## src/hdl/sffd_pkg.sv

```systemverilog
// Shared types and constants for the SPI fixed-frame deframer.
`default_nettype none
package sffd_pkg;

   localparam logic [7:0] HDR_BYTE = 8'hA5;
   localparam logic [7:0] TRL_BYTE = 8'h5A;

   localparam int unsigned FRAME_DEPTH = 10;
   localparam int unsigned VAL_COUNT   = 4;

   localparam logic [3:0] SMALL_LAST = 4'd5;
   localparam logic [3:0] WIDE_LAST  = 4'd9;

   localparam logic CSR_IDX_FRAME_MODE = 1'b0;

   typedef enum logic [1:0] {
      REQ_RX_BYTE    = 2'd0,
      REQ_RESTART    = 2'd1,
      REQ_TAKE_SMALL = 2'd2,
      REQ_TAKE_WIDE  = 2'd3
   } req_kind_type;

   typedef struct packed {
      logic clear;
      logic mode;
   } cfg_ctl_type;

   typedef struct packed {
      logic        got_frame;
      logic [15:0] word0;
      logic [15:0] word1;
      logic [15:0] word2;
      logic [15:0] word3;
   } rsp_beat_type;

endpackage
`default_nettype wire

```

## src/hdl/sffd_csr.sv

```systemverilog
// APB-style register port holding the frame mode.
`default_nettype none
module sffd_csr
   import sffd_pkg::*;
(
   input  wire logic        clock,
   input  wire logic        reset,
   input  wire logic        csr_psel,
   input  wire logic        csr_penable,
   input  wire logic        csr_pwrite,
   input  wire logic [2:0]  csr_paddr,
   input  wire logic [31:0] csr_pwdata,
   output logic      [31:0] csr_prdata,
   output logic             csr_pready,
   output cfg_ctl_type      cfg
);

   logic mode_ff;
   logic mode_in;
   logic wr_hit;

   assign csr_pready = 1'b1;
   assign wr_hit = csr_psel && csr_penable && csr_pwrite && (csr_paddr[2] == CSR_IDX_FRAME_MODE);

   always_comb begin
      mode_in = mode_ff;
      if (wr_hit) begin
         mode_in = csr_pwdata[0];
      end
   end

   always_ff @(posedge clock) begin
      if (reset) begin
         mode_ff <= 1'b0;
      end else begin
         mode_ff <= mode_in;
      end
   end

   always_comb begin
      csr_prdata = 32'd0;
      if (csr_paddr[2] == CSR_IDX_FRAME_MODE) begin
         csr_prdata = {31'd0, mode_ff};
      end
   end

   assign cfg = '{clear: wr_hit, mode: mode_ff};

endmodule
`default_nettype wire

```

## src/hdl/sffd_frame.sv

```systemverilog
// Frame collector: byte count, frame store, header/trailer check and take logic.
`default_nettype none
module sffd_frame
   import sffd_pkg::*;
(
   input  wire logic         clock,
   input  wire logic         reset,
   input  wire cfg_ctl_type  cfg,
   input  wire logic         item_valid,
   input  wire req_kind_type item_kind,
   input  wire logic [7:0]   item_data,
   output rsp_beat_type      result
);

   logic [3:0]  count_ff, count_in;
   logic [7:0]  store_ff [FRAME_DEPTH];
   logic [7:0]  store_in [FRAME_DEPTH];
   logic [7:0]  small_ff [VAL_COUNT];
   logic [7:0]  small_in [VAL_COUNT];
   logic [15:0] wide_ff  [VAL_COUNT];
   logic [15:0] wide_in  [VAL_COUNT];
   logic        small_rdy_ff, small_rdy_in;
   logic        wide_rdy_ff, wide_rdy_in;
   logic [3:0]  last_pos;
   logic        frame_good;

   assign last_pos   = cfg.mode ? WIDE_LAST : SMALL_LAST;
   assign frame_good = (store_ff[0] == HDR_BYTE) && (item_data == TRL_BYTE);

   always_comb begin
      count_in     = count_ff;
      store_in     = store_ff;
      small_in     = small_ff;
      wide_in      = wide_ff;
      small_rdy_in = small_rdy_ff;
      wide_rdy_in  = wide_rdy_ff;
      result       = '0;
      if (cfg.clear) begin
         count_in     = 4'd0;
         small_rdy_in = 1'b0;
         wide_rdy_in  = 1'b0;
      end else if (item_valid) begin
         unique case (item_kind)
            REQ_RX_BYTE: begin
               for (int i = 0; i < FRAME_DEPTH; i++) begin
                  if (count_ff == 4'(i)) begin
                     store_in[i] = item_data;
                  end
               end
               if (count_ff >= last_pos) begin
                  count_in = 4'd0;
                  if (frame_good) begin
                     if (!cfg.mode) begin
                        for (int i = 0; i < VAL_COUNT; i++) begin
                           small_in[i] = store_ff[1 + i];
                        end
                        small_rdy_in = 1'b1;
                     end else begin
                        for (int i = 0; i < VAL_COUNT; i++) begin
                           wide_in[i] = {store_ff[2 + 2 * i], store_ff[1 + 2 * i]};
                        end
                        wide_rdy_in = 1'b1;
                     end
                  end
               end else begin
                  count_in = count_ff + 4'd1;
               end
            end
            REQ_RESTART: begin
               count_in = 4'd0;
            end
            REQ_TAKE_SMALL: begin
               if (small_rdy_ff) begin
                  result.got_frame = 1'b1;
                  result.word0     = {8'd0, small_ff[0]};
                  result.word1     = {8'd0, small_ff[1]};
                  result.word2     = {8'd0, small_ff[2]};
                  result.word3     = {8'd0, small_ff[3]};
                  small_rdy_in     = 1'b0;
               end
            end
            REQ_TAKE_WIDE: begin
               if (wide_rdy_ff) begin
                  result.got_frame = 1'b1;
                  result.word0     = wide_ff[0];
                  result.word1     = wide_ff[1];
                  result.word2     = wide_ff[2];
                  result.word3     = wide_ff[3];
                  wide_rdy_in      = 1'b0;
               end
            end
            default: begin
               count_in = count_ff;
            end
         endcase
      end
   end

   always_ff @(posedge clock) begin
      if (reset) begin
         count_ff     <= 4'd0;
         small_rdy_ff <= 1'b0;
         wide_rdy_ff  <= 1'b0;
      end else begin
         count_ff     <= count_in;
         small_rdy_ff <= small_rdy_in;
         wide_rdy_ff  <= wide_rdy_in;
      end
   end

   always_ff @(posedge clock) begin
      store_ff <= store_in;
      small_ff <= small_in;
      wide_ff  <= wide_in;
   end

endmodule
`default_nettype wire

```

## src/hdl/spi_fixed_frame_deframer_core.sv

```systemverilog
// Top level of the SPI fixed-frame deframer.
//
// Usage: each req beat carries req_type and req_rx_data. A received byte
// (type 0) adds to the current frame; a restart (type 1) zeroes the byte
// count; a take (type 2 byte frame, type 3 word frame) returns the stored
// values when the matching ready flag is set and clears it. Every req beat
// yields exactly one rsp beat; rsp_got_frame is 0 with all words 0 unless a
// take found fresh data.
// Pipeline: a req beat is held in the input register and is then moved into
// the rsp register, from which its rsp beat is presented. Throughput is one
// beat per cycle while rsp_ready keeps taking rsp beats, set by the single
// input register feeding the single rsp register.
// A stalled rsp_ready holds the rsp register; one more req beat can be held
// in the input register, then req_ready drops until the rsp beat is taken.
// Reset empties both registers, zeroes the byte count, clears both ready
// flags and sets frame_mode to 0. Writing frame_mode (csr offset 0) clears
// the flags and the byte count; stored values are kept.
`default_nettype none
module spi_fixed_frame_deframer_core
   import sffd_pkg::*;
(
   input  wire logic        clock,
   input  wire logic        reset,
   input  wire logic        req_valid,
   output logic             req_ready,
   input  wire logic [1:0]  req_type,
   input  wire logic [7:0]  req_rx_data,
   output logic             rsp_valid,
   input  wire logic        rsp_ready,
   output logic             rsp_got_frame,
   output logic [15:0]      rsp_word0,
   output logic [15:0]      rsp_word1,
   output logic [15:0]      rsp_word2,
   output logic [15:0]      rsp_word3,
   input  wire logic        csr_psel,
   input  wire logic        csr_penable,
   input  wire logic        csr_pwrite,
   input  wire logic [2:0]  csr_paddr,
   input  wire logic [31:0] csr_pwdata,
   output logic [31:0]      csr_prdata,
   output logic             csr_pready
);

   cfg_ctl_type  cfg;
   logic         s1_valid_ff, s1_valid_in;
   req_kind_type s1_kind_ff;
   logic [7:0]   s1_data_ff;
   logic         rsp_valid_ff, rsp_valid_in;
   rsp_beat_type rsp_ff;
   rsp_beat_type result;
   logic         out_free;
   logic         advance;
   logic         req_fire;

   sffd_csr u_csr (
      .clock       (clock),
      .reset       (reset),
      .csr_psel    (csr_psel),
      .csr_penable (csr_penable),
      .csr_pwrite  (csr_pwrite),
      .csr_paddr   (csr_paddr),
      .csr_pwdata  (csr_pwdata),
      .csr_prdata  (csr_prdata),
      .csr_pready  (csr_pready),
      .cfg         (cfg)
   );

   sffd_frame u_frame (
      .clock      (clock),
      .reset      (reset),
      .cfg        (cfg),
      .item_valid (advance),
      .item_kind  (s1_kind_ff),
      .item_data  (s1_data_ff),
      .result     (result)
   );

   assign out_free  = !rsp_valid_ff || rsp_ready;
   assign advance   = s1_valid_ff && out_free;
   assign req_ready = !s1_valid_ff || out_free;
   assign req_fire  = req_valid && req_ready;

   always_comb begin
      s1_valid_in = s1_valid_ff;
      if (req_fire) begin
         s1_valid_in = 1'b1;
      end else if (advance) begin
         s1_valid_in = 1'b0;
      end
   end

   always_comb begin
      rsp_valid_in = rsp_valid_ff;
      if (advance) begin
         rsp_valid_in = 1'b1;
      end else if (rsp_ready) begin
         rsp_valid_in = 1'b0;
      end
   end

   always_ff @(posedge clock) begin
      if (reset) begin
         s1_valid_ff  <= 1'b0;
         rsp_valid_ff <= 1'b0;
      end else begin
         s1_valid_ff  <= s1_valid_in;
         rsp_valid_ff <= rsp_valid_in;
      end
   end

   always_ff @(posedge clock) begin
      if (req_fire) begin
         s1_kind_ff <= req_kind_type'(req_type);
         s1_data_ff <= req_rx_data;
      end
      if (advance) begin
         rsp_ff <= result;
      end
   end

   assign rsp_valid     = rsp_valid_ff;
   assign rsp_got_frame = rsp_ff.got_frame;
   assign rsp_word0     = rsp_ff.word0;
   assign rsp_word1     = rsp_ff.word1;
   assign rsp_word2     = rsp_ff.word2;
   assign rsp_word3     = rsp_ff.word3;

endmodule
`default_nettype wire

```

## config.mk

```make
export PLATFORM = sky130hd
export DESIGN_NAME = spi_fixed_frame_deframer_core
export DESIGN_NICKNAME = d
export VERILOG_FILES = /design/src/hdl/sffd_pkg.sv /design/src/hdl/sffd_csr.sv /design/src/hdl/sffd_frame.sv /design/src/hdl/spi_fixed_frame_deframer_core.sv
export SDC_FILE = /design/constraint.sdc
export NUM_CORES = 1
export LEC_CHECK = 0
export ABC_AREA = 1
export BUFFER_PORTS_ARGS = -buffer_cell sky130_fd_sc_hd__buf_2
export CORE_ASPECT_RATIO = 0.8
export CORE_MARGIN = 2
export CORE_UTILIZATION = 47
export DETAILED_ROUTE_END_ITERATION = 16
export PLACE_DENSITY_LB_ADDON = 0.2
export RECOVER_POWER = 25
export SLEW_MARGIN = 5
export SYNTH_ARGS = -nofsm -noshare
export SYNTH_HDL_FRONTEND = slang
export SYNTH_SLANG_ARGS = --single-unit
```

## constraint.sdc

```tcl
create_clock -name clock -period 7.6 [get_ports clock]
set_clock_uncertainty 0.2 [all_clocks]
set_input_delay 0 -clock clock [delete_from_list [all_inputs] [get_ports clock]]
set_output_delay 0 -clock clock [all_outputs]
set_load 0.005 [all_outputs]
```

After elaboration in Yosys (flattened, before gate mapping)
Index checks and enable logic that the tools add are counted.
{"block": "totals", "ff_bits": 252, "inputBits": 52, "out_inout_bits": 100, "elab_cells": 103}
{"block": "op_classes", "n_addsub": 1, "order_cmp": 1, "n_eq_ne": 17, "n_mux": 19, "bitwise": 3, "reduce_logical": 32}
{"cell": "two-way mux 65 bit", "n": 2}
{"cell": "case mux 65 bit (2 select lines)", "n": 1}
{"cell": "AND reduction 4 bit", "n": 9}
{"cell": "equality test 4 x 3 -> 1 bit (second input constant)", "n": 4}
{"cell": "AND reduction 6 bit", "n": 2}
{"cell": "two-way mux 1 bit", "n": 11}
{"cell": "AND reduction 5 bit", "n": 2}
{"cell": "nonzero test 2 bit", "n": 5}
{"cell": "equality test 4 x 2 -> 1 bit (second input constant)", "n": 2}
{"cell": "equality test 8 x 7 -> 1 bit (second input constant)", "n": 1}
{"cell": "equality test 8 bit (second input constant)", "n": 1}
{"cell": "two-way mux 4 bit", "n": 2}
{"cell": "case mux 4 bit (2 select lines)", "n": 1}
{"cell": "logical AND 1 bit", "n": 6}
{"cell": "adder 4 x 1 -> 4 bit (second input constant)", "n": 1}
{"cell": "equality test 2 bit (second input constant)", "n": 2}
{"cell": "equality test 4 x 1 -> 1 bit (second input constant)", "n": 1}
{"cell": "equality test 4 bit (second input constant)", "n": 1}
{"cell": "greater-or-equal comparator 4 bit", "n": 1}
{"cell": "zero test 4 bit", "n": 1}
{"cell": "inequality test 2 x 1 -> 1 bit (second input constant)", "n": 2}
{"cell": "inequality test 2 bit (second input constant)", "n": 2}
{"cell": "case mux 1 bit (2 select lines)", "n": 2}
{"cell": "inverter 1 bit", "n": 3}
{"cell": "6 further kinds", "n": 8}

Depth between registers and ports, before layout
Gate-level depths: netlist of the first run.
{"block": "logic_depth", "ltp_word": 5, "ltp_mapped": 10, "depth_no_buf": 10}

Cells and area by module
Synthesis of the first run repeated with hierarchy kept, for this count alone.
{"block": "unflattened", "cells_unflattened": 586, "hier_area_um2": 9142.5}
{"module": "sffd_frame", "n_inst": 1, "cells_per_inst": 447, "area_per_inst_um2": 6456.2, "seq_area_each_um2": 5165.0}
{"module": "spi_fixed_frame_deframer_core", "n_inst": 1, "cells_per_inst": 87, "area_per_inst_um2": 2343.5, "seq_area_each_um2": 2292.2}
{"module": "sffd_csr", "n_inst": 1, "cells_per_inst": 52, "area_per_inst_um2": 342.8, "seq_area_each_um2": 20.0}

Worst setup path before layout of the first run
OpenSTA, ideal clock, no wires.
{"block": "synth_path", "kind": "flip-flop to flip-flop", "startpoint": "register rsp_valid_ff, in the netlist rsp_valid", "endpoint": "register u_frame.wide_ff[0] in the netlist's numbering, enable pin", "setup_ns": 0.565, "arrival_time_ns": 6.709, "setup_slack_ns": 0.127, "path_stages_with_launch": 6, "n_path_buf": 0, "synth_period_minus_slack_ns": 7.473, "path_cell_list": "dfxtp_1 -> nand2_1 -> nand2_2 -> inv_1 -> nand2_1 -> nor3_1"}
{"block": "synth_between", "elab_chain_cells": 4}
{"element": "from (decl)", "line": "spi_fixed_frame_deframer_core.sv:48", "source": "logic rsp_valid_ff, rsp_valid_in;"}
{"element": "from (signal assigned)", "line": "spi_fixed_frame_deframer_core.sv:107", "source": "rsp_valid_ff <= rsp_valid_in;"}
{"element": "zero test 1 bit", "line": "spi_fixed_frame_deframer_core.sv:78", "source": "assign out_free = !rsp_valid_ff || rsp_ready;"}
{"element": "logical OR 1 bit", "line": "spi_fixed_frame_deframer_core.sv:78"}
{"element": "logical AND 1 bit", "line": "spi_fixed_frame_deframer_core.sv:79", "source": "assign advance = s1_valid_ff && out_free;"}
{"element": "named net advance", "line": "spi_fixed_frame_deframer_core.sv:52", "source": "logic advance;"}
{"element": "AND reduction 6 bit (no line)"}
{"element": "to (signal assigned)", "line": "sffd_frame.sv:114", "source": "wide_ff <= wide_in;"}
{"element": "to (decl)", "line": "sffd_frame.sv:20", "source": "logic [15:0] wide_ff [VAL_COUNT];"}
The timed path passes the listed nets, and every way through them passes these cells.
A chain may end at the register's enable or synchronous reset.

Worst setup path in the final report of the first run
{"block": "layout_path", "startpoint": "register rsp_valid_ff, in the netlist rsp_valid", "endpoint": "register u_frame.store_ff[8] in the netlist's numbering, enable pin"}
{"block": "layout_between", "elab_chain_cells": 4}
{"element": "zero test 1 bit", "line": "spi_fixed_frame_deframer_core.sv:78"}
{"element": "logical OR 1 bit", "line": "spi_fixed_frame_deframer_core.sv:78"}
{"element": "logical AND 1 bit", "line": "spi_fixed_frame_deframer_core.sv:79"}
{"element": "named net advance", "line": "spi_fixed_frame_deframer_core.sv:52"}
{"element": "AND reduction 4 bit (no line)"}
{"element": "to (signal assigned)", "line": "sffd_frame.sv:112", "source": "store_ff <= store_in;"}
{"element": "to (decl)", "line": "sffd_frame.sv:16", "source": "logic [7:0] store_ff [FRAME_DEPTH];"}
The timed path passes the listed nets, and every way through them passes these cells.

==> results of run 1 <==
## per-layer routing
layer / part of all wire [%] / vias up
met3: 5.9 / 21
met4: 1.7 / 0
li1: - / 2212
met2: 48 / 138
met1: 45 / 2227
met5: 0 / -
## critical path, stage by stage, from the launching register on
cell and delay, ns:
dfxtp_1 0.32, nand2_1 0.08, nand2_1 0.17, inv_2 0.08
buf_4 0.59, nand2_1 0.37, inv_1 0.15, nand3_1 0.13
nor3_1 0.90
## synthesized netlist by cell type
library cell / n
nor3b_1: 1
nand4_1: 4
inv_1: 32
buf_4: 33
a22oi_1: 32
dfxtp_1: 9
o21ai_0: 3
buf_2: 10
ha_1: 7
buf_6: 5
xor2_1: 2
nand3_1: 8
conb_1: 2
nand2_1: 59
nor4_1: 6
nor2_1: 84
inv_2: 2
a21oi_1: 8
edfxtp_1: 243
o31ai_1: 1
a211oi_1: 1
nand2_2: 1
nor3_2: 1
nor3_1: 2
## stage by stage
stage	total power [mW]	hold WS [ns]	utilization (%)	setup WS (ns)	instances
2_1_floorplan	1.61	-0.169	-	0.127	586
3_3_place_gp	1.63	-0.0228	51.1	4.24	893
3_5_place_dp	1.63	-0.0219	51.1	4.13	893
4_1_cts	2.89	0.0144	57.1	4.11	964
5_1_grt	2.96	0.0511	57.1	3.77	964
6_report	2.87	0.0399	57.1	4.21	964
## area by class of cell
class | count | area (sq um) | share of cell area [%]
Clock buffer | 28 | 637 | 5.90
Tap cell | 258 | 323 | 2.99
Clock inverter | 14 | 200 | 1.85
Timing Repair Buffer | 126 | 803 | 7.44
Multi-Input combinational cell | 252 | 1230 | 11.4
Sequential cell | 252 | 7480 | 69.3
Inverter | 34 | 128 | 1.18
## power by group through the flow
stage          sequential, mW  combinational, mW  clock, mW
5_1_grt                  1.55             0.0740       1.34
3_5_place_dp             1.58             0.0555          0
2_1_floorplan            1.57             0.0398          0
6_report                 1.55             0.0655       1.25
3_3_place_gp             1.58             0.0543          0
4_1_cts                  1.55             0.0662       1.28
## cells in the final DEF, fill, tap and decap left out
master / instances
dlygate4sd3_1: 29
nand4_1: 4
conb_1: 32
a21oi_1: 8
clkbuf_16: 25
bufinv_16: 5
clkbuf_1: 3
nand2_1: 60
nor2_1: 82
edfxtp_1: 243
clkinvlp_4: 2
ha_1: 7
o31ai_1: 1
a211oi_1: 1
nor2_2: 1
nor3_4: 1
dfxtp_1: 9
xor2_1: 2
clkinv_1: 3
inv_2: 3
clkinv_2: 3
nor3b_1: 1
nor4_1: 6
o21ai_0: 3
buf_4: 11
nor2_4: 1
inv_1: 31
nand3_1: 8
nor3_1: 1
inv_6: 1
buf_2: 86
nor3_2: 1
a22oi_1: 32
## state kept, by name (all words and copies together), names as in the netlist, 2 cells and up
name              cells
rsp_word3            16
rsp_word2            16
u_frame.store_ff     72
s1_kind_ff            2
u_frame.count_ff      4
s1_data_ff            8
u_frame.small_ff     32
rsp_word1            16
u_frame.wide_ff      64
rsp_word0            16
## final timing paths
path                                       start                             to  slack [ns]  depth (start not counted)
setup / recovery          rsp_valid$_SDFFE_PP0P_  u_frame.store_ff[8]$_DFFE_PP_        4.21                          8
hold / removal                      csr_paddr[2]                  csr_prdata[0]        0.04                          3
setup reg to reg          rsp_valid$_SDFFE_PP0P_  u_frame.store_ff[8]$_DFFE_PP_        4.21                          8
hold reg to reg   u_frame.store_ff[16]$_DFFE_PP_   u_frame.wide_ff[0]$_DFFE_PP_        0.21                          0
## cells by family (layout without fill, tap and decap cells)
| group | after synthesis | after routing | share of synthesized area [%] |
|---|---|---|---|
| DFF | 252 | 252 | 82.6 |
| AOI/OAI and AO/OA | 45 | 45 | 3.43 |
| other | 2 | 32 | 0.0829 |
| and+or+nand+nor | 166 | 166 | 7.43 |
| adders and majority gates | 7 | 7 | 0.967 |
| xor gates and xnor gates | 2 | 2 | 0.193 |
| buffers and inverters | 82 | 202 | 5.32 |
==> impl_metrics.prom, run 1 <==
# TYPE chip_impl_metric gauge
chip_impl_metric{name="yosys.cell_types.count",unit=""} 24
chip_impl_metric{name="fillCellCount",unit=""} 1514
chip_impl_metric{name="cts-resized-gates",unit=""} 0
chip_impl_metric{name="path_max_fanout",unit=""} 66
chip_impl_metric{name="layout_worst_path_cycle_share",unit="%"} 44.6
chip_impl_metric{name="hpwlAfterDp",unit="microns"} 8690
chip_impl_metric{name="count_of_warnings_emitted_by_yosys",unit=""} 0
chip_impl_metric{name="global_route.overflow_total",unit=""} 0
chip_impl_metric{name="drive_gt1_share",unit="%"} 19.8
chip_impl_metric{name="irDropWorstVdd",unit="V"} 0.000148
chip_impl_metric{name="tritoncts_num_sinks",unit=""} 252
chip_impl_metric{name="fmax",unit="GHz"} 0.295
chip_impl_metric{name="grt_first_pass_wirelength",unit="microns"} 23400
chip_impl_metric{name="use_met3",unit="%"} 3.33
chip_impl_metric{name="clock_tree.buffer_depth",unit=""} 3
chip_impl_metric{name="hold_violations",unit=""} 0
chip_impl_metric{name="clk_transition_reported_paths",unit="ns"} 0.05
chip_impl_metric{name="hold_buffers",unit=""} 29
chip_impl_metric{name="crit_arrival",unit="ns"} 3.32
chip_impl_metric{name="max_cap_violations",unit=""} 0
chip_impl_metric{name="htreeDepth",unit=""} 1
chip_impl_metric{name="die_h",unit="microns"} 128
chip_impl_metric{name="core_area",unit="sq um"} 18900
chip_impl_metric{name="p_int",unit="mW"} 2.33
chip_impl_metric{name="vias_in_the_first_global_route",unit=""} 4472
chip_impl_metric{name="area_growth",unit="%"} 19.2
chip_impl_metric{name="timing.final.max_slew_violations",unit=""} 0
chip_impl_metric{name="yosysSeqAreaShare",unit="%"} 82.6
chip_impl_info{name="crit_type",value="reg -> reg"} 1
chip_impl_metric{name="tightestPinTransition",unit="ns"} 1.15
chip_impl_metric{name="post_cts.repair.setup_buffers",unit=""} 0
chip_impl_metric{name="final_area",unit="sq um"} 10800
chip_impl_metric{name="static-leakage-power",unit="nW"} 3.91
chip_impl_metric{name="avgViaCountPerCell",unit=""} 4.77
chip_impl_metric{name="power_density",unit="nW/um^2"} 265
chip_impl_info{name="start_kind",value="flip-flop"} 1
chip_impl_metric{name="die_area",unit="sq um"} 20400
chip_impl_metric{name="clkLatencyLatePin",unit="ns"} 0.52
chip_impl_metric{name="post-route-min-period",unit="ns"} 3.39
chip_impl_info{name="clock_tree_from_tritoncts",value="built"} 1
chip_impl_info{name="yosys-top-cells-area",value="edfxtp_1 (81%), nor2_1 (3.5%), buf_4 (2.7%)"} 1
chip_impl_metric{name="grt_max_degree",unit=""} 67
chip_impl_metric{name="worst_slew_margin_rel",unit="%"} 22.8
chip_impl_metric{name="layout.nets",unit=""} 750
chip_impl_info{name="min_path_type",value="in -> out"} 1
chip_impl_metric{name="crit_required",unit="ns"} 7.52
chip_impl_metric{name="detail_route.iter0.violations",unit=""} 338
chip_impl_metric{name="clockPowerShare",unit="%"} 43.7
chip_impl_metric{name="synth.avg_cell_area",unit="sq um"} 16.3
chip_impl_metric{name="cts_buffers",unit=""} 25
chip_impl_metric{name="wire_per_inst",unit="microns"} 15.5
chip_impl_metric{name="synthCells",unit=""} 556
chip_impl_metric{name="dpl_cell_area",unit="sq um"} 9670
chip_impl_metric{name="grt.total_usage",unit="%"} 14.6
chip_impl_info{name="cp-end-kind",value="flip-flop"} 1
chip_impl_metric{name="die_width",unit="microns"} 159
chip_impl_metric{name="timing.setup.tns",unit="ns"} 0
chip_impl_metric{name="num_rows",unit=""} 45
chip_impl_metric{name="num_io_pins",unit=""} 152
chip_impl_info{name="grt-busiest-layer",value="met2"} 1
chip_impl_metric{name="synth_top_area_share",unit="%"} 80.6
chip_impl_info{name="ctsRootBufferMaster",value="clkbuf_16"} 1
chip_impl_metric{name="grt_antenna_before_repair",unit=""} 0
chip_impl_metric{name="route.antenna.remaining_nets",unit=""} 0
chip_impl_metric{name="vias",unit=""} 4598
chip_impl_metric{name="seq_power_share",unit="%"} 54.0
chip_impl_metric{name="io_buffer_count",unit=""} 86
chip_impl_info{name="run_status",value="complete, no violations"} 1
chip_impl_info{name="grt_setup_unrepaired",value="false"} 1
chip_impl_metric{name="finalWirelength",unit="microns"} 14900
chip_impl_metric{name="total_switching_power",unit="mW"} 0.537
chip_impl_info{name="synth_top_area_cell",value="edfxtp_1"} 1
chip_impl_metric{name="initial_utilization",unit="%"} 47.9
chip_impl_metric{name="drc",unit=""} 0
chip_impl_metric{name="pwr-share-comb",unit="%"} 2.3
chip_impl_metric{name="switching_share_of_power",unit="%"} 18.7
chip_impl_metric{name="syn-cell-area",unit="sq um"} 9050
chip_impl_metric{name="met1_usage_grt",unit="%"} 19.7
chip_impl_metric{name="finalSetupViolCount",unit=""} 0
chip_impl_metric{name="firstDrtPassIters",unit=""} 4
chip_impl_metric{name="grt_use_met2",unit="%"} 24.1
chip_impl_metric{name="synth-seq-cells",unit=""} 252
chip_impl_metric{name="globalplace.congestion",unit=""} 0.797
chip_impl_metric{name="antenna-diode-count",unit=""} 0
No activity file was read; power rests on OpenSTA's default activity.
==> inputs of run 2 (changes only) <==
Clock period 7.6 ns to 3.2 ns, I/O delays scaled along.
==> run 2 against run 1 <==
  * Setup slack got worse by 3.5 ns
  * Flip-flop and latch count unchanged
  * Sequential share of layout area is 0.47 points lower
  * Die area did not move
  * Maximum frequency increased by 35%
  * Non-clock buffer count up 11
  * Clock power is 120% higher
  * Total power is 130% higher
  * Critical path type unchanged
  * Wire length grew 8.3%
  * Cell count up 1.3%
  * Largest cell class unchanged
  * Largest power group unchanged
  * Via count up 3.2%
==> impl_metrics.prom, run 2 (synthesis gave the netlist of run 1 again) <==
# TYPE chip_impl_metric gauge
chip_impl_metric{name="num_rows",unit=""} 45
chip_impl_metric{name="io_buffer_count",unit=""} 86
chip_impl_metric{name="firstDrtPassIters",unit=""} 5
chip_impl_metric{name="drc",unit=""} 0
chip_impl_info{name="largest_registers_ranked_by_flip_flop_count",value="u_frame.store_ff (72), u_frame.wide_ff (64), u_frame.small_ff (32)"} 1
chip_impl_metric{name="initial_utilization",unit="%"} 47.9
chip_impl_metric{name="hold_violations",unit=""} 0
chip_impl_metric{name="final_area",unit="sq um"} 10900
chip_impl_metric{name="crit_arrival",unit="ns"} 2.46
chip_impl_metric{name="area_growth",unit="%"} 20.0
chip_impl_info{name="max_flop_register",value="u_frame.store_ff"} 1
chip_impl_info{name="crit_type",value="reg -> reg"} 1
chip_impl_info{name="min_path_type",value="in -> out"} 1
chip_impl_metric{name="total_power",unit="mW"} 6.64
chip_impl_metric{name="dpl_worst_slack",unit="ns"} 0.930
chip_impl_metric{name="vias_in_the_first_global_route",unit=""} 4669
chip_impl_metric{name="timing.setup.tns",unit="ns"} 0
chip_impl_metric{name="largest_reg_flops",unit=""} 72
chip_impl_metric{name="irDropWorstVdd",unit="V"} 0.000356
chip_impl_metric{name="core_area",unit="sq um"} 18900
chip_impl_info{name="start_kind",value="flip-flop"} 1
chip_impl_metric{name="layout.nets",unit=""} 760
chip_impl_metric{name="global_route.overflow_total",unit=""} 0
chip_impl_info{name="worstPathCellList",value="clkbuf_1 -> nand4_1 -> nor2_1 -> nand3_1 -> nor2_2 -> buf_4"} 1
chip_impl_info{name="crit-reg2reg-launch",value="s1_data_ff[3]$_DFFE_PP_"} 1
chip_impl_metric{name="timing.critical_path.slowest_cell_delay",unit="ns"} 0.63
chip_impl_info{name="top_family_by_delay_on_critical_path",value="buffers and inverters"} 1
chip_impl_metric{name="die_width",unit="microns"} 159
chip_impl_metric{name="detail_route.iter0.violations",unit=""} 284
chip_impl_metric{name="post_placement_cell_count",unit=""} 901
chip_impl_metric{name="grt_antenna_before_repair",unit=""} 0
chip_impl_metric{name="fillCellCount",unit=""} 1510
chip_impl_metric{name="wire_per_inst",unit="microns"} 16.5
chip_impl_metric{name="tightestPinTransition",unit="ns"} 0.888
chip_impl_metric{name="cts_buffers",unit=""} 24
chip_impl_metric{name="route.antenna.remaining_nets",unit=""} 0
chip_impl_info{name="run_status",value="complete, no violations"} 1
chip_impl_metric{name="tritoncts_num_sinks",unit=""} 252
chip_impl_metric{name="avgViaCountPerCell",unit=""} 4.86
chip_impl_metric{name="crit_required",unit="ns"} 3.16
chip_impl_metric{name="layout.cells.non_filler",unit=""} 977
chip_impl_metric{name="sequential_cell_area",unit="sq um"} 7480
chip_impl_metric{name="cts-resized-gates",unit=""} 0
chip_impl_info{name="mostFrequentLayoutCells",value="edfxtp_1 (243), buf_2 (86), nor2_1 (82), nand2_1 (57)"} 1
chip_impl_info{name="cpMaxStageDelayCell",value="clkbuf_1"} 1
chip_impl_info{name="clock_tree_from_tritoncts",value="built"} 1
chip_impl_metric{name="globalplace.congestion",unit=""} 0.795
chip_impl_metric{name="antenna-diode-count",unit=""} 0
chip_impl_info{name="regToRegEndpoint",value="u_frame.small_ff[8]$_DFFE_PP_"} 1
chip_impl_info{name="min_to",value="csr_prdata[0]"} 1
chip_impl_metric{name="grt_max_degree",unit=""} 66
chip_impl_metric{name="multi_input_area",unit="sq um"} 1250
chip_impl_info{name="hold_path.startpoint",value="csr_paddr[2]"} 1
chip_impl_metric{name="fmax",unit="GHz"} 0.399
chip_impl_metric{name="clock_tree.buffer_depth",unit=""} 3
chip_impl_metric{name="grt_first_pass_wirelength",unit="microns"} 24700
chip_impl_info{name="cp-end-kind",value="flip-flop"} 1
chip_impl_info{name="layout.cells.most_common",value="edfxtp_1"} 1
chip_impl_metric{name="die_h",unit="microns"} 128
chip_impl_metric{name="num_io_pins",unit=""} 152
chip_impl_metric{name="hpwlAfterDp",unit="microns"} 9590
chip_impl_metric{name="setup.reg_to_reg.worst_slack",unit="ns"} 0.69
chip_impl_metric{name="post_cts.repair.setup_buffers",unit=""} 0
chip_impl_metric{name="hold_depth",unit=""} 3
chip_impl_metric{name="critPathBufInv",unit=""} 2
chip_impl_metric{name="clk_transition_reported_paths",unit="ns"} 0.06
chip_impl_info{name="ctsRootBufferMaster",value="clkbuf_16"} 1
chip_impl_info{name="grt_setup_unrepaired",value="false"} 1
chip_impl_metric{name="vias",unit=""} 4745
chip_impl_metric{name="layout_worst_path_cycle_share",unit="%"} 78.4
chip_impl_metric{name="layout_setup_ws",unit="ns"} 0.693
chip_impl_metric{name="htreeDepth",unit=""} 1
chip_impl_metric{name="reg2regPathDepth",unit=""} 6
chip_impl_metric{name="drive_gt1_share",unit="%"} 20.3
chip_impl_metric{name="grt.total_usage",unit="%"} 15.6
chip_impl_metric{name="die_area",unit="sq um"} 20400
chip_impl_metric{name="path_max_fanout",unit=""} 32
chip_impl_metric{name="power_density",unit="nW/um^2"} 611
chip_impl_metric{name="dpl_cell_area",unit="sq um"} 9780
chip_impl_metric{name="max_cap_violations",unit=""} 0
chip_impl_metric{name="clkLatencyLatePin",unit="ns"} 0.52
chip_impl_metric{name="finalWirelength",unit="microns"} 16100
chip_impl_metric{name="static-leakage-power",unit="nW"} 3.95
chip_impl_metric{name="worst_slew_margin_rel",unit="%"} 40.6
chip_impl_metric{name="timing.final.max_slew_violations",unit=""} 0
chip_impl_metric{name="finalSetupViolCount",unit=""} 0
chip_impl_metric{name="post-route-min-period",unit="ns"} 2.51
run 2: cell count changes in the layout (fill, tap and decap cells not counted), sizes merged:
cell         change
bufinv           -2
clkinv           +3
inv              -2
clkbuf           +8
buf              +4
dlygate4sd3      +3
clkinvlp         -1
run 2: where the power goes:
group,internal (mW),total (mW),switching [mW]
Combinational,0.0709,0.181,0.110
Sequential,3.64,3.67,0.0274
Clock,1.65,2.79,1.14
run 2: worst max-delay path by stage:
stage / slack, ns / from / to / depth (start not counted)
floorplan: -0.38 / rsp_valid$_SDFFE_PP0P_ / u_frame.wide_ff[0]$_DFFE_PP_ / 5
global placement: 0.96 / u_csr.mode_ff$_SDFFE_PP0P_ / u_frame.small_ff[6]$_DFFE_PP_ / 9
detailed placement: 0.93 / s1_data_ff[5]$_DFFE_PP_ / u_frame.small_ff[6]$_DFFE_PP_ / 6
CTS: 0.91 / s1_data_ff[5]$_DFFE_PP_ / u_frame.small_ff[8]$_DFFE_PP_ / 6
global route: 0.46 / s1_data_ff[6]$_DFFE_PP_ / u_frame.small_ff[17]$_DFFE_PP_ / 6
finish: 0.69 / s1_data_ff[3]$_DFFE_PP_ / u_frame.small_ff[8]$_DFFE_PP_ / 6
run 2: area by class of cell:
class                      instances  share of cell area (%)
clock buffer                      32                    5.89
clock inverter                    12                    1.31
inverter                          34                    1.21
multi-input combinational        252                    11.5
sequential                       252                    68.8
tap                              258                    2.97
timing repair buffer             137                    8.31
run 2: repair_timing:
item | 4_1_cts | 5_1_grt
hold buffers | 32 | 0
setup endpoints to repair | 0 | 0
hold endpoints to repair | 30 | 0
run 2: worst min-delay path, cell delays in order:
cell    delay, ns
buf_2        0.09
nor2_1       0.04
buf_2        0.12
run 2: layer usage:
metal	GRT usage (%)	part of all wire, %	up-vias	wire length, microns
met3	2.78	5.4	34	864
met4	4.92	2.2	0	354
met1	21.5	45	2327	7330
met2	25.8	47	147	7590
li1	-	-	2237	-
met5	0	0	-	0
run 2: metrics by stage:
step	util [%]	hold WS (ns)
floorplan	-	-0.169
global placement	51.7	-0.0226
detailed placement	51.7	-0.0219
CTS	57.5	0.0435
global route	57.5	0.0600
finish	57.5	0.0474
==> inputs of run 3 (changes only) <==
Clock period 3.2 ns to 2.44 ns, I/O delays scaled along.
==> run 3 against run 2 <==
  * Cell count is 0.72% higher
  * Wire length is 3.3% higher
  * Combinational power is 41% higher
  * Total power is 28% higher
  * Design area is 0.63% higher
  * Non-clock buffer count is 5 higher
  * Maximum frequency is 7.4% higher
  * First-iteration DRC count is 11% higher
  * Setup slack worse by 0.59 ns
  * Critical path type unchanged
  * Critical endpoint is now u_frame.wide_ff[59]$_DFFE_PP_
  * Largest cell class unchanged
==> impl_metrics.prom, run 3 (synthesis gave the netlist of run 1 again) <==
# TYPE chip_impl_metric gauge
chip_impl_metric{name="finalSetupViolCount",unit=""} 0
chip_impl_metric{name="clock_tree.buffer_depth",unit=""} 3
chip_impl_metric{name="firstDrtPassIters",unit=""} 5
chip_impl_info{name="ctsRootBufferMaster",value="clkbuf_16"} 1
chip_impl_info{name="clock_tree_from_tritoncts",value="built"} 1
chip_impl_metric{name="grt.total_usage",unit="%"} 16.0
chip_impl_metric{name="post_placement_cell_count",unit=""} 906
chip_impl_metric{name="seq_power_share",unit="%"} 56.5
chip_impl_info{name="cpMaxStageDelayCell",value="dfxtp_1"} 1
chip_impl_metric{name="grt_use_met2",unit="%"} 26.6
chip_impl_metric{name="fmax",unit="GHz"} 0.429
chip_impl_metric{name="die_area",unit="sq um"} 20400
chip_impl_metric{name="tritoncts_num_sinks",unit=""} 252
chip_impl_info{name="top_family_by_delay_on_critical_path",value="simple AND/OR/NAND/NOR gates"} 1
chip_impl_metric{name="clk_transition_reported_paths",unit="ns"} 0.06
chip_impl_metric{name="irDropWorstVdd",unit="V"} 0.000481
chip_impl_metric{name="crit_arrival",unit="ns"} 2.33
chip_impl_metric{name="drive_gt1_share",unit="%"} 21.3
chip_impl_metric{name="core_area",unit="sq um"} 18900
chip_impl_info{name="max_flop_register",value="u_frame.store_ff"} 1
chip_impl_metric{name="hold_depth",unit=""} 2
chip_impl_metric{name="avgViaCountPerCell",unit=""} 4.83
chip_impl_metric{name="hpwlAfterDp",unit="microns"} 9640
chip_impl_metric{name="pwr-share-comb",unit="%"} 3.0
chip_impl_metric{name="fillCellCount",unit=""} 1479
chip_impl_metric{name="setup.reg_to_reg.worst_slack",unit="ns"} 0.11
chip_impl_metric{name="crit_required",unit="ns"} 2.44
chip_impl_metric{name="static-leakage-power",unit="nW"} 3.96
chip_impl_metric{name="initial_utilization",unit="%"} 47.9
chip_impl_metric{name="met1_usage_grt",unit="%"} 22.0
chip_impl_metric{name="io_buffer_count",unit=""} 86
chip_impl_metric{name="power_density",unit="nW/um^2"} 775
chip_impl_metric{name="fin_worst_hold_slack",unit="ns"} 0.0157
chip_impl_metric{name="drc",unit=""} 0
chip_impl_metric{name="finalWirelength",unit="microns"} 16700
chip_impl_metric{name="vias",unit=""} 4757
chip_impl_info{name="grt-busiest-layer",value="met2"} 1
chip_impl_metric{name="wire_per_inst",unit="microns"} 16.9
chip_impl_metric{name="critical_path_depth",unit=""} 10
chip_impl_info{name="grt_setup_unrepaired",value="false"} 1
chip_impl_metric{name="path_max_fanout",unit=""} 32
chip_impl_metric{name="layout.nets",unit=""} 766
chip_impl_metric{name="clkLatencyLatePin",unit="ns"} 0.51
chip_impl_info{name="cp-end-kind",value="flip-flop"} 1
chip_impl_metric{name="area_growth",unit="%"} 20.8
chip_impl_metric{name="total_switching_power",unit="mW"} 1.66
chip_impl_metric{name="grt_max_degree",unit=""} 66
chip_impl_info{name="crit_type",value="reg -> reg"} 1
chip_impl_info{name="start_kind",value="flip-flop"} 1
chip_impl_metric{name="grt_first_pass_wirelength",unit="microns"} 25600
chip_impl_metric{name="antenna-diode-count",unit=""} 0
chip_impl_metric{name="switching_share_of_power",unit="%"} 19.5
chip_impl_info{name="layout.cells.most_common",value="edfxtp_1"} 1
chip_impl_metric{name="globalplace.congestion",unit=""} 0.815
chip_impl_metric{name="final_area",unit="sq um"} 10900
chip_impl_metric{name="route.antenna.remaining_nets",unit=""} 0
chip_impl_metric{name="timing.final.max_slew_violations",unit=""} 0
chip_impl_metric{name="global_route.overflow_total",unit=""} 0
chip_impl_info{name="min_path_type",value="in -> reg"} 1
chip_impl_info{name="worstPathCellList",value="inv_1 -> ha_1 -> nand2_1 -> inv_1 -> nand2_1 -> nand2_1 -> nand3_2 -> nor3_4 -> buf_4 -> clkbuf_16"} 1
chip_impl_info{name="run_status",value="complete, no violations"} 1
chip_impl_metric{name="reg2regPathDepth",unit=""} 10
chip_impl_metric{name="finalCoreUtilization",unit="%"} 57.8
chip_impl_metric{name="worst_slew_margin_rel",unit="%"} 43.8
chip_impl_metric{name="dpl_cell_area",unit="sq um"} 9880
chip_impl_metric{name="die_width",unit="microns"} 159
chip_impl_metric{name="tightestPinTransition",unit="ns"} 0.843
chip_impl_metric{name="cts_buffers",unit=""} 25
chip_impl_metric{name="htreeDepth",unit=""} 1
chip_impl_metric{name="layout_worst_path_cycle_share",unit="%"} 95.6
chip_impl_metric{name="die_h",unit="microns"} 128
chip_impl_metric{name="timing.critical_path.slowest_cell_delay",unit="ns"} 0.39
chip_impl_metric{name="num_rows",unit=""} 45
chip_impl_metric{name="use_met3",unit="%"} 3.27
chip_impl_metric{name="hold_violations",unit=""} 0
chip_impl_info{name="critPathMostFrequentCell",value="nand2_1"} 1
chip_impl_metric{name="largest_reg_flops",unit=""} 72
chip_impl_metric{name="num_io_pins",unit=""} 152
chip_impl_metric{name="critPathBufInv",unit=""} 4
chip_impl_metric{name="clockPowerShare",unit="%"} 40.4
chip_impl_metric{name="post-route-min-period",unit="ns"} 2.33
chip_impl_metric{name="layout.cells.non_filler",unit=""} 984
chip_impl_metric{name="p_int",unit="mW"} 6.82
chip_impl_metric{name="detail_route.iter0.violations",unit=""} 315
chip_impl_info{name="largest_registers_ranked_by_flip_flop_count",value="u_frame.store_ff (72), u_frame.wide_ff (64), u_frame.small_ff (32)"} 1
chip_impl_metric{name="grt_antenna_before_repair",unit=""} 0
chip_impl_metric{name="total_power",unit="mW"} 8.48
chip_impl_info{name="mostFrequentLayoutCells",value="edfxtp_1 (243), buf_2 (86), nor2_1 (80), nand2_1 (57)"} 1
chip_impl_metric{name="vias_in_the_first_global_route",unit=""} 4792
chip_impl_metric{name="max_cap_violations",unit=""} 0
run 3: stage by stage:
step	worst slack [ns]	setup TNS, ns
floorplan	-1.14	-97.63
global placement	0.182	0
detailed placement	0.0711	0
CTS	0.0543	0
global route	0.0107	0
finish	0.106	0
run 3: path summary, 6_finish.rpt:
path,startpoint,end
hold reg to reg,u_frame.store_ff[33]$_DFFE_PP_,u_frame.wide_ff[17]$_DFFE_PP_
hold / removal,req_type[0],s1_kind_ff[0]$_DFFE_PP_
setup / recovery,u_csr.mode_ff$_SDFFE_PP0P_,u_frame.wide_ff[59]$_DFFE_PP_
setup reg to reg,u_csr.mode_ff$_SDFFE_PP0P_,u_frame.wide_ff[59]$_DFFE_PP_
run 3: layer usage:
layer	vias to the layer above	wire, microns
li1	2247	-
met1	2316	7470
met2	166	7840
met3	28	1000
met4	0	351
met5	-	0
run 3: layout make-up:
cell class,count,area (sq um),area share (%)
flip-flops and latches,252,7480,68.4
inverters,34,131,1.20
multi-input cells,252,1290,11.8
repair buffers,142,983,8.99
clock inverters,9,45.0,0.412
clock buffers,37,691,6.31
well taps,258,323,2.95
run 3: timing repair:
action / 4_1_cts / 5_1_grt
resized for setup: 0 / 5
endpoints found under the hold margin: 29 / 0
hold buffers: 28 / 0
setup endpoints to repair: 0 / 64
setup buffers: 0 / 2
run 3: worst reg2reg max path, delay by kind of cell (launching register included):
kind,cells,cell delay (ns)
adders and majority gates,1,0.32
DFF,1,0.39
and+or+nand+nor,5,0.58
buffers and inverters,4,0.54
run 3: power groups by stage:
stage | combinational, mW | sequential, mW | clock (mW)
final | 0.256 | 4.80 | 3.43
after global routing | 0.283 | 4.80 | 3.69
after CTS | 0.260 | 4.80 | 3.51
after detailed placement | 0.227 | 4.89 | 0
after global placement | 0.220 | 4.88 | 0
after floorplan | 0.129 | 4.90 | 0
